`config.mk`:
```
export PLATFORM = sky130hd
export DESIGN_NAME = fractional_baud_divider_search_core
export DESIGN_NICKNAME = d
export VERILOG_FILES = /design/src/design/fbd_pkg.sv /design/src/design/fbd_divider.sv /design/src/design/fractional_baud_divider_search_core.sv
export SDC_FILE = /design/constraint.sdc
export NUM_CORES = 1
export LEC_CHECK = 0
export BUFFER_PORTS_ARGS = -buffer_cell sky130_fd_sc_hd__buf_2
export CAP_MARGIN = 20
export CORE_ASPECT_RATIO = 0.75
export CORE_MARGIN = 2
export CORE_UTILIZATION = 33
export CTS_CLUSTER_DIAMETER = 60
export DETAILED_ROUTE_END_ITERATION = 8
export PLACE_DENSITY = 0.5
export SYNTH_ARGS = -nofsm -noshare
export SYNTH_HDL_FRONTEND = slang
export SYNTH_SLANG_ARGS = --single-unit
```
`constraint.sdc`:
```
create_clock -name clock -period 10.19 [get_ports clock]
set_clock_uncertainty 0.05 [all_clocks]
set_input_delay 1.5285 -clock clock [delete_from_list [all_inputs] [get_ports clock]]
set_output_delay 1.5285 -clock clock [all_outputs]
set_load 0.005 [all_outputs]
```
`src/design/fbd_pkg.sv`:
```
package fbd_pkg;
   localparam int unsigned MaxMultiplierDefault = 15;
   localparam int unsigned DivisorLimitDefault  = 65536;
   localparam int unsigned ClockWidth = 30;
   localparam int unsigned BaudWidth  = 24;
   localparam int unsigned DivWidth   = 16;
   localparam int unsigned MulWidth   = 4;
   localparam int unsigned ClockShift = 4;
   localparam int unsigned UclkWidth  = ClockWidth - ClockShift;
   localparam int unsigned NumWidth   = UclkWidth + MulWidth;
   localparam int unsigned DenWidth   = MulWidth + 1;

   typedef struct packed {
      logic start;
      logic busy;
      logic done;
   } div_ctl_type;
endpackage

```
`src/design/fbd_divider.sv`:
```
module fbd_divider
   import fbd_pkg::*;
(
   input  logic                clock,
   input  logic                reset,
   input  logic                start,
   input  logic [NumWidth-1:0] dividend,
   input  logic [NumWidth-1:0] divisor,
   output div_ctl_type         status,
   output logic [NumWidth-1:0] quotient,
   output logic [NumWidth-1:0] remainder
);
   localparam int unsigned CntWidth = $clog2(NumWidth + 1);

   logic [NumWidth-1:0] quo_ff, quo_in;
   logic [NumWidth-1:0] rem_ff, rem_in;
   logic [NumWidth-1:0] den_ff, den_in;
   logic [CntWidth-1:0] cnt_ff, cnt_in;
   logic                busy_ff, busy_in;
   logic                done_ff, done_in;
   logic [NumWidth:0]   trial;

   always_comb begin
      quo_in  = quo_ff;
      rem_in  = rem_ff;
      den_in  = den_ff;
      cnt_in  = cnt_ff;
      busy_in = busy_ff;
      done_in = 1'b0;
      trial   = {rem_ff, quo_ff[NumWidth-1]} - {1'b0, den_ff};
      if (start) begin
         quo_in  = dividend;
         rem_in  = '0;
         den_in  = divisor;
         cnt_in  = CntWidth'(NumWidth);
         busy_in = 1'b1;
      end else if (busy_ff) begin
         if (!trial[NumWidth]) begin
            rem_in = trial[NumWidth-1:0];
            quo_in = {quo_ff[NumWidth-2:0], 1'b1};
         end else begin
            rem_in = {rem_ff[NumWidth-2:0], quo_ff[NumWidth-1]};
            quo_in = {quo_ff[NumWidth-2:0], 1'b0};
         end
         cnt_in = cnt_ff - 1'b1;
         if (cnt_ff == CntWidth'(1)) begin
            busy_in = 1'b0;
            done_in = 1'b1;
         end
      end
   end

   always_ff @(posedge clock) begin
      quo_ff <= quo_in;
      rem_ff <= rem_in;
      den_ff <= den_in;
      cnt_ff <= cnt_in;
      if (reset) begin
         busy_ff <= 1'b0;
         done_ff <= 1'b0;
      end else begin
         busy_ff <= busy_in;
         done_ff <= done_in;
      end
   end

   assign status.start = start;
   assign status.busy  = busy_ff;
   assign status.done  = done_ff;
   assign quotient     = quo_ff;
   assign remainder    = rem_ff;
endmodule

```
`src/design/fractional_baud_divider_search_core.sv`:
```
// Channel | Direction | Signals
// req     | in        | req_valid, req_stall, req_core_clock, req_target_baud
// rsp     | out       | rsp_valid, rsp_stall, rsp_divisor, rsp_multiplier,
//         |           | rsp_divide_add, rsp_baud_error, rsp_found
// Each (mul, dadd) pair runs up to three 30-step divisions on one shared
// restoring divider; the third is skipped when the rounded divisor is zero
// or reaches DIVISOR_LIMIT. A zero target baud skips the search.
// reset is synchronous; req_stall is high while a search runs or a result
// waits. A stalled result holds until rsp_stall drops.
module fractional_baud_divider_search_core
   import fbd_pkg::*;
#(
   parameter int unsigned MAX_MULTIPLIER = MaxMultiplierDefault,
   parameter int unsigned DIVISOR_LIMIT  = DivisorLimitDefault
)(
   input  logic                  clock,
   input  logic                  reset,
   input  logic                  req_valid,
   output logic                  req_stall,
   input  logic [ClockWidth-1:0] req_core_clock,
   input  logic [BaudWidth-1:0]  req_target_baud,
   output logic                  rsp_valid,
   input  logic                  rsp_stall,
   output logic [DivWidth-1:0]   rsp_divisor,
   output logic [MulWidth-1:0]   rsp_multiplier,
   output logic [MulWidth-1:0]   rsp_divide_add,
   output logic [BaudWidth-1:0]  rsp_baud_error,
   output logic                  rsp_found
);
   localparam logic [2:0] S_IDLE = 3'd0;
   localparam logic [2:0] S_PAIR = 3'd1;
   localparam logic [2:0] S_FRAC = 3'd2;
   localparam logic [2:0] S_DV   = 3'd3;
   localparam logic [2:0] S_ACH  = 3'd4;
   localparam logic [2:0] S_NEXT = 3'd5;
   localparam logic [2:0] S_OUT  = 3'd6;

   logic [2:0]            state_ff, state_in;
   logic [UclkWidth-1:0]  uclk_ff, uclk_in;
   logic [BaudWidth-1:0]  baud_ff, baud_in;
   logic [MulWidth-1:0]   mul_ff, mul_in;
   logic [MulWidth-1:0]   add_ff, add_in;
   logic [NumWidth-1:0]   frac_ff, frac_in;
   logic [NumWidth-1:0]   dv_ff, dv_in;
   logic [BaudWidth-1:0]  best_err_ff, best_err_in;
   logic [DivWidth-1:0]   best_div_ff, best_div_in;
   logic [MulWidth-1:0]   best_mul_ff, best_mul_in;
   logic [MulWidth-1:0]   best_add_ff, best_add_in;
   logic                  hit_ff, hit_in;
   logic                  go;
   logic [NumWidth-1:0]   div_a, div_b, quo, rem;
   div_ctl_type           div_st;
   logic [NumWidth-1:0]   dv_round;
   logic [NumWidth-1:0]   err_full;

   fbd_divider u_div (
      .clock(clock), .reset(reset), .start(go), .dividend(div_a),
      .divisor(div_b), .status(div_st), .quotient(quo), .remainder(rem)
   );

   assign req_stall = (state_ff != S_IDLE);
   assign rsp_valid = (state_ff == S_OUT);

   always_comb begin
      dv_round = quo + NumWidth'(rem >= NumWidth'(baud_ff >> 1));
      if (quo >= NumWidth'(baud_ff)) err_full = quo - NumWidth'(baud_ff);
      else                           err_full = NumWidth'(baud_ff) - quo;
   end

   always_comb begin
      state_in    = state_ff;
      uclk_in     = uclk_ff;
      baud_in     = baud_ff;
      mul_in      = mul_ff;
      add_in      = add_ff;
      frac_in     = frac_ff;
      dv_in       = dv_ff;
      best_err_in = best_err_ff;
      best_div_in = best_div_ff;
      best_mul_in = best_mul_ff;
      best_add_in = best_add_ff;
      hit_in      = hit_ff;
      go          = 1'b0;
      div_a       = NumWidth'(uclk_ff) * NumWidth'(mul_ff);
      div_b       = NumWidth'(mul_ff) + NumWidth'(add_ff);
      unique case (state_ff)
         S_IDLE: begin
            if (req_valid) begin
               uclk_in     = req_core_clock[ClockWidth-1:ClockShift];
               baud_in     = req_target_baud;
               mul_in      = MulWidth'(1);
               add_in      = '0;
               best_err_in = req_target_baud;
               best_div_in = '0;
               best_mul_in = '0;
               best_add_in = '0;
               hit_in      = 1'b0;
               state_in    = (req_target_baud == '0) ? S_OUT : S_PAIR;
            end
         end
         S_PAIR: begin
            go       = 1'b1;
            state_in = S_FRAC;
         end
         S_FRAC: begin
            div_a = quo;
            div_b = NumWidth'(baud_ff);
            if (div_st.done) begin
               frac_in  = quo;
               go       = 1'b1;
               state_in = S_DV;
            end
         end
         S_DV: begin
            div_a = frac_ff;
            div_b = dv_round;
            if (div_st.done) begin
               dv_in = dv_round;
               if (dv_round == '0 || dv_round >= NumWidth'(DIVISOR_LIMIT)) begin
                  state_in = S_NEXT;
               end else begin
                  go       = 1'b1;
                  state_in = S_ACH;
               end
            end
         end
         S_ACH: begin
            if (div_st.done) begin
               if (err_full < NumWidth'(best_err_ff)) begin
                  best_err_in = err_full[BaudWidth-1:0];
                  best_div_in = dv_ff[DivWidth-1:0];
                  best_mul_in = mul_ff;
                  best_add_in = add_ff;
                  hit_in      = 1'b1;
               end
               state_in = S_NEXT;
            end
         end
         S_NEXT: begin
            if (add_ff == mul_ff - 1'b1) begin
               add_in = '0;
               mul_in = mul_ff + 1'b1;
               state_in = (mul_ff == MulWidth'(MAX_MULTIPLIER)) ? S_OUT : S_PAIR;
            end else begin
               add_in   = add_ff + 1'b1;
               state_in = S_PAIR;
            end
         end
         S_OUT: begin
            if (!rsp_stall) state_in = S_IDLE;
         end
         default: state_in = S_IDLE;
      endcase
   end

   always_ff @(posedge clock) begin
      uclk_ff     <= uclk_in;
      baud_ff     <= baud_in;
      mul_ff      <= mul_in;
      add_ff      <= add_in;
      frac_ff     <= frac_in;
      dv_ff       <= dv_in;
      best_err_ff <= best_err_in;
      best_div_ff <= best_div_in;
      best_mul_ff <= best_mul_in;
      best_add_ff <= best_add_in;
      hit_ff      <= hit_in;
      if (reset) state_ff <= S_IDLE;
      else       state_ff <= state_in;
   end

   assign rsp_divisor    = best_div_ff;
   assign rsp_multiplier = best_mul_ff;
   assign rsp_divide_add = best_add_ff;
   assign rsp_baud_error = best_err_ff;
   assign rsp_found      = hit_ff;
endmodule

```
==> metrics.yaml, run 1 <==
run_status:
  status: "finished clean"
synth:
  syn_nets: 2385
  synth_edf_count: 213
  ys_ff_latch: 253
  yosys.area.top_type_share: 0.328
  ys_async_sr_fraction: 0
  synth_warnings: 0
  ys_top_cells_by_area: "edfxtp_1 (33%), ha_1 (11%), fa_1 (5.3%)"
  synth_area_um2: 19500
  yosysMostFrequentCell: "nand2_1"
  yosysUniqueCellTypes: 76
  netlist_instances: 2106
  synth-seq-area-share: 0.369
  synthTopCellsByCount: "nand2_1 (239), edfxtp_1 (213), inv_1 (201)"
  synth.avg_cell_area_um2: 9.25
  ys.flop_type: "edfxtp_1"
  synth_top_area_cell: "edfxtp_1"
global_routing:
  grt_pass1_wl_um: 92000
  grt_pass1_vias: 15118
  gr-usage-all-layers: 0.192
  grt_max_degree: 72
  overflow: 0
  antenna_found_initial: 6
clocking:
  post_cts_resized: 0
  tritoncts: "built"
  root_buffer: "clkbuf_16"
  clk_latency_ns: 0.61
  cts_max_path_buffers: 3
  clock_sinks: 253
  cts_buffers: 31
  ctsHoldBuffers: 0
  cts_setup_buffers: 0
  clkSlewWorstSetupHoldPaths_ns: 0.06
  h-tree-depth: 1
drt:
  drcViolationCount: 0
  drt_wl_total_um: 59800
  viasPerCell: 5.26
  drtAntennaViolNets: 0
  drt_iter0_drc: 1169
  wl_per_cell_um: 19.9
  drt-pass1-iter-count: 5
  vias: 15789
critical_path:
  cp.required_ns: 10.50
  path_common_cell: "o21a_1"
  worst-r2r-setup-slack_ns: 2.63
  ff2ff_path_depth: 25
  r2r-end: "u_div.quotient[25]"
  startpoint: "baud_ff[2]"
  critical_path.endpoint_type: "flip-flop"
  cpMaxStageDelayCell: "buf_4"
  crit_arrival_ns: 7.87
  critPathMaxStageDelay_ns: 0.74
  r2r-start: "baud_ff[2]"
  cp-start-kind: "flip-flop"
  critPathKind: "reg -> reg"
  cp_max_fo: 71
layout:
  post-route-util: 0.374
  syn_to_final_growth_pct: 12.5
  drive_gt1_frac: 0.0983
  fin_nets: 2461
worst_hold_path:
  hold_depth: 0
  hold_path_class: "reg -> reg"
  holdPathEnd: "frac_ff[24]"
  hold_path_startpoint: "u_div.quotient[24]"
sta:
  slew_headroom: 0.168
  slew_viol_final: 0
  finalHoldViolations: 0
  fin_setup_tns_ns: 0
  period_share: 0.742
  worst_pin_slew_ns: 1.24
  fmax_mhz: 132
  rsz0062_at_grt: "no"
  fin_crit_ns: 7.56
  setup_violations: 0
  whs_ns: 0.451
die:
  start_util: 0.332
  die_y_um: 214
  boundaryPins: 109
  die_area_um2: 61000
  rows: 77
  die_x_um: 285
  core_um2: 58700
placed_design:
  dp_hpwl_um: 46600
  gp_congestion: 0.907
  io_buffers: 104
job:
  drv_cap: 0
## cell type report
cell class,instances,area [um2]
diodes,2,5.00
clock buffers,39,836
clock inverters,19,193
fillers,5953,36700
inverters,203,762
multi-input cells,1559,11200
flip-flops and latches,253,7200
well taps,790,988
repair buffers,134,786
## routing by layer
metal,global-route usage,vias to the layer above,part of all wire
li1,-,7649,-
met1,0.298,7667,0.52
met2,0.271,411,0.40
met3,0.0391,60,0.064
met4,0.0344,2,0.017
met5,0,-,0.00017
## cell usage in the layout (no fill, tap or decap), types with 52 or more instances in the layout
cell type  instances
ha_1             169
xnor2_1           84
a211oi_1          58
buf_2            104
o21ai_0           86
fa_1              52
nand2_1          239
edfxtp_1         213
inv_1            200
nor2_1           180
a21oi_1          128
## worst max-delay path, delay by kind of cell, from the launching register on
family,cells,cell delay [ns]
AO/OA/AOI/OAI,10,1.67
adder cells (fa/ha/maj),3,0.83
buffers and inverters,3,1.39
flip-flops,1,0.40
multiplexers,1,0.38
AND/OR/NAND/NOR,8,2.54
## flip-flops by register name, summed over array words and instances, names as in the netlist, 5 cells and up
register and count:
dv_ff 16, uclk_ff 26, rsp_divisor 16, u_div.quotient 30
u_div.cnt_ff 5, u_div.remainder 30, rsp_baud_error 24, baud_ff 24
frac_ff 30, u_div.den_ff 30
## worst max-delay path by stage
stage                               to  cells after the start
finish              u_div.quotient[25]                     25
global route        u_div.quotient[25]                     25
CTS                 u_div.quotient[25]                     25
detailed placement  u_div.quotient[25]                     25
global placement    u_div.quotient[25]                     25
floorplan            rsp_baud_error[0]                     21
## through the flow
step | area, um2 | worst slack, ns | cells
floorplan | 19500 | 2.78 | 2106
CTS | 21900 | 2.63 | 2995
detailed placement | 20800 | 2.67 | 2937
finish | 21900 | 2.63 | 2999
global route | 21900 | 2.03 | 2997
global placement | 20800 | 2.69 | 2937
## cell families (layout without fill, tap and decap cells)
kind of cell | after synthesis | after routing | synth area share
other | 0 | 2 | 0
multiplexers | 55 | 55 | 0.0290
adder cells (fa/ha/maj) | 221 | 221 | 0.162
buffers and inverters | 294 | 395 | 0.0592
flip-flops | 253 | 253 | 0.369
AND/OR/NAND/NOR | 689 | 689 | 0.168
AO/OA/AOI/OAI | 480 | 480 | 0.161
XOR/XNOR | 114 | 114 | 0.0512
Power of run 1 is not shown: default switching activity piles up to over one toggle a cycle in this logic, so the estimate is an artifact.
==> run 2, diff against run 1 <==
--- a/config.mk
+++ b/config.mk
@@ -5,6 +5,7 @@
 export SDC_FILE = /design/constraint.sdc
 export NUM_CORES = 1
 export LEC_CHECK = 0
+export ABC_AREA = 1
 export BUFFER_PORTS_ARGS = -buffer_cell sky130_fd_sc_hd__buf_2
 export CAP_MARGIN = 20
 export CORE_ASPECT_RATIO = 0.75
@@ -12,7 +13,7 @@
 export CORE_UTILIZATION = 33
 export CTS_CLUSTER_DIAMETER = 60
 export DETAILED_ROUTE_END_ITERATION = 8
-export PLACE_DENSITY = 0.5
+export PLACE_DENSITY = 0.52
 export SYNTH_ARGS = -nofsm -noshare
 export SYNTH_HDL_FRONTEND = slang
 export SYNTH_SLANG_ARGS = --single-unit
==> constraint.sdc (replaced) <==
create_clock -name clock -period 6.55 [get_ports clock]
set_clock_uncertainty 0.05 [all_clocks]
set_input_delay 0.9825 -clock clock [delete_from_list [all_inputs] [get_ports clock]]
set_output_delay 0.9825 -clock clock [all_outputs]
set_load 0.005 [all_outputs]
==> metrics.yaml, run 2 <==
run_status:
  status: "finished clean"  # unchanged
clocking:
  h-tree-depth: 2  # was 1
  tritoncts: "built"  # unchanged
  post_cts_resized: 0  # unchanged
  cts_buffers: 34  # was 31
  cts_setup_buffers: 0  # unchanged
  clkSlewWorstSetupHoldPaths_ns: 0.06  # about the same
  ctsHoldBuffers: 0  # unchanged
  root_buffer: "clkbuf_16"  # unchanged
  clk_latency_ns: 0.58  # was 0.61 ns
  cts_max_path_buffers: 3  # unchanged
  clock_sinks: 253  # unchanged
global_routing:
  grt_pass1_vias: 18648  # was 15118
  grt_pass1_wl_um: 110000  # was 92000 um
  grt_max_degree: 73  # was 72
  gr-usage-all-layers: 0.218  # was 0.192
  antenna_found_initial: 1  # was 6
  overflow: 0  # unchanged
critical_path:
  cp-start-kind: "flip-flop"  # unchanged
  critical_path.endpoint_type: "flip-flop"  # unchanged
  crit_buf_inv: 5  # was 3
  critical-path-top-delay-family: "simple AND/OR/NAND/NOR gates"  # unchanged
  cpMaxStageDelayCell: "nor2_1"  # was buf_4
  critPathMaxStageDelay_ns: 0.86  # was 0.74 ns
  crit_arrival_ns: 6.26  # was 7.87 ns
  path_common_cell: "nand2_1"  # was o21a_1
  cp_max_fo: 37  # was 71
  path_cells: "inv_1, ha_1, nand2_1, inv_1, nand2_1, nand3_1, nand2_1, a21oi_1, nor2_1, buf_4, o21ai_1, xor2_1, inv_1, ha_1, nand2_1, o21ai_0, a21oi_1, a21oi_1, o21bai_1, nand3_1, a21oi_4, buf_12"
  critPathKind: "reg -> reg"  # unchanged
  cp.required_ns: 6.74  # was 10.50 ns
sta:
  slew_viol_final: 0  # unchanged
  slew_headroom: 0.245  # was 0.168
  period_share: 0.926  # was 0.742
  fin_crit_ns: 6.06  # was 7.56 ns
  setup_violations: 0  # unchanged
  finalHoldViolations: 0  # unchanged
  rsz0062_at_grt: "no"  # unchanged
  fin_setup_tns_ns: 0  # unchanged
  worst_pin_slew_ns: 1.13  # was 1.24 ns
  fmax_mhz: 165  # was 132 MHz
synth:
  synth.avg_cell_area_um2: 7.44  # was 9.25 um2
  syn_nets: 3114  # was 2385
  netlist_instances: 2835  # was 2106
  ys.flop_type: "edfxtp_1"  # unchanged
  synth_area_um2: 21100  # was 19500 um2
  ys_ff_latch: 253  # unchanged
  synthTopCellsByCount: "nand2_1 (826), inv_1 (447), nor2_1 (253)"  # was nand2_1 (239), edfxtp_1 (213), inv_1 (201)
  synth_top_area_cell: "edfxtp_1"  # unchanged
  ys_top_cells_by_area: "edfxtp_1 (30%), nand2_1 (15%), ha_1 (10%)"  # was edfxtp_1 (33%), ha_1 (11%), fa_1 (5.3%)
  synth_warnings: 0  # unchanged
  yosys.area.top_type_share: 0.303  # was 0.328
  synth_edf_count: 213  # unchanged
  yosysMostFrequentCell: "nand2_1"  # unchanged
  yosysUniqueCellTypes: 55  # was 76
  synth-seq-area-share: 0.341  # was 0.369
  ys_async_sr_fraction: 0  # unchanged
drt:
  drt_iter0_drc: 1775  # was 1169
  viasPerCell: 5.00  # was 5.26
  drtAntennaViolNets: 0  # unchanged
  drcViolationCount: 0  # unchanged
  drt_wl_total_um: 71500  # was 59800 um
  vias: 19216  # was 15789
  wl_per_cell_um: 18.6  # was 19.9 um
  drt-pass1-iter-count: 6  # was 5
layout:
  final_cell_count_no_fill: 3847  # was 2999
  fin_nets: 3239  # was 2461
  final_common_cell: "nand2_1"  # unchanged
  final_cell_mix: "nand2_1 (826), inv_1 (447), nor2_1 (250)"  # was nand2_1 (239), edfxtp_1 (213), inv_1 (200)
  n_antenna_cell: 0  # was 2
  syn_to_final_growth_pct: 13.6  # was 12.5%
  post-route-util: 0.378  # was 0.374
  drive_gt1_frac: 0.0921  # was 0.0983
  nFillCells: 6669  # was 5953
job:
  drv_cap: 0  # unchanged
worst_hold_path:
  hold_path_class: "reg -> reg"  # unchanged
placed_design:
  io_buffers: 104  # unchanged
  dp_hpwl_um: 58100  # was 46600 um
  gp_congestion: 0.990  # was 0.907
  dpl.cell_count: 3784  # was 2937
pwr:
  p_leak_nw: 11.3
  max-vdd-ir-drop_uv: 197
  power_density_nw_per_um2: 587
die:
  boundaryPins: 109  # unchanged
  die_y_um: 223  # was 214 um
  die_x_um: 296  # was 285 um
  core_um2: 63400  # was 58700 um2
  die_area_um2: 66000  # was 61000 um2
  rows: 80  # was 77
  start_util: 0.333  # was 0.332
==> run 2: worst register-to-register path, stage by stage (launching register included) <==
cell	delay, ns
edfxtp_1	0.41
inv_1	0.17
ha_1	0.33
nand2_1	0.32
inv_1	0.07
nand2_1	0.16
nand3_1	0.22
nand2_1	0.17
a21oi_1	0.09
nor2_1	0.86
buf_4	0.33
o21ai_1	0.19
xor2_1	0.28
inv_1	0.08
ha_1	0.28
nand2_1	0.07
o21ai_0	0.08
a21oi_1	0.13
a21oi_1	0.13
o21bai_1	0.31
nand3_1	0.41
a21oi_4	0.29
buf_12	0.26
==> run 2: cell families after synthesis <==
| kind of cell | count (synthesis) | synth area share |
|---|---|---|
| and+or+nand+nor | 1329 | 0.258 |
| adders and majority gates | 221 | 0.150 |
| xor gates and xnor gates | 89 | 0.0370 |
| AOI/OAI and AO/OA | 423 | 0.118 |
| buffers and inverters | 519 | 0.0951 |
| DFF | 253 | 0.341 |
| muxes | 1 | 0.000475 |
==> run 2: per-stage QoR <==
stage | worst slack (ns) | area, um2 | hold slack [ns] | power (W)
2_1_floorplan | 0.260 | 21100 | 0.371 | 0.00908
5_1_grt | 0.229 | 23900 | 0.455 | 0.0154
3_5_place_dp | 0.542 | 22800 | 0.411 | 0.0121
4_1_cts | 0.538 | 23900 | 0.428 | 0.0140
3_3_place_gp | 0.556 | 22800 | 0.410 | 0.0121
6_report | 0.485 | 23900 | 0.429 | 0.0141
==> run 2: cell type report <==
cell class	instances	area, um2	area share
Clock buffer	42	901	0.0376
Clock inverter	20	205	0.00857
Inverter	452	1700	0.0708
Multi-Input combinational cell	2063	11900	0.498
Sequential cell	253	7200	0.301
Tap cell	861	1080	0.0450
Timing Repair Buffer	156	956	0.0399
==> run 2: power by group <==
| group | switching [W] | internal, W | leakage (nW) |
|---|---|---|---|
| combinational | 0.00618 | 0.00306 | 8.37 |
| sequential | 0.000470 | 0.00250 | 2.35 |
| clock | 0.000797 | 0.00104 | 0.532 |
| total | 0.00745 | 0.00661 | 11.3 |
==> run 2: path summary, 6_finish.rpt <==
path                              to             from  cells after the start  slack [ns]
hold reg to reg      u_div.cnt_ff[1]  u_div.cnt_ff[1]                      2        0.43
hold / removal       u_div.cnt_ff[1]  u_div.cnt_ff[1]                      2        0.43
setup / recovery  rsp_baud_error[19]       baud_ff[4]                     22        0.49
setup reg to reg  rsp_baud_error[19]       baud_ff[4]                     22        0.49
==> run 2: per-layer routing <==
layer,share of wire,vias to the layer above,GRT usage
met3,0.065,76,0.0375
met5,0.00014,-,0
met1,0.49,9176,0.326
met2,0.42,507,0.323
met4,0.021,2,0.0529
li1,-,9455,-
Power figures use the tool's default switching activity.
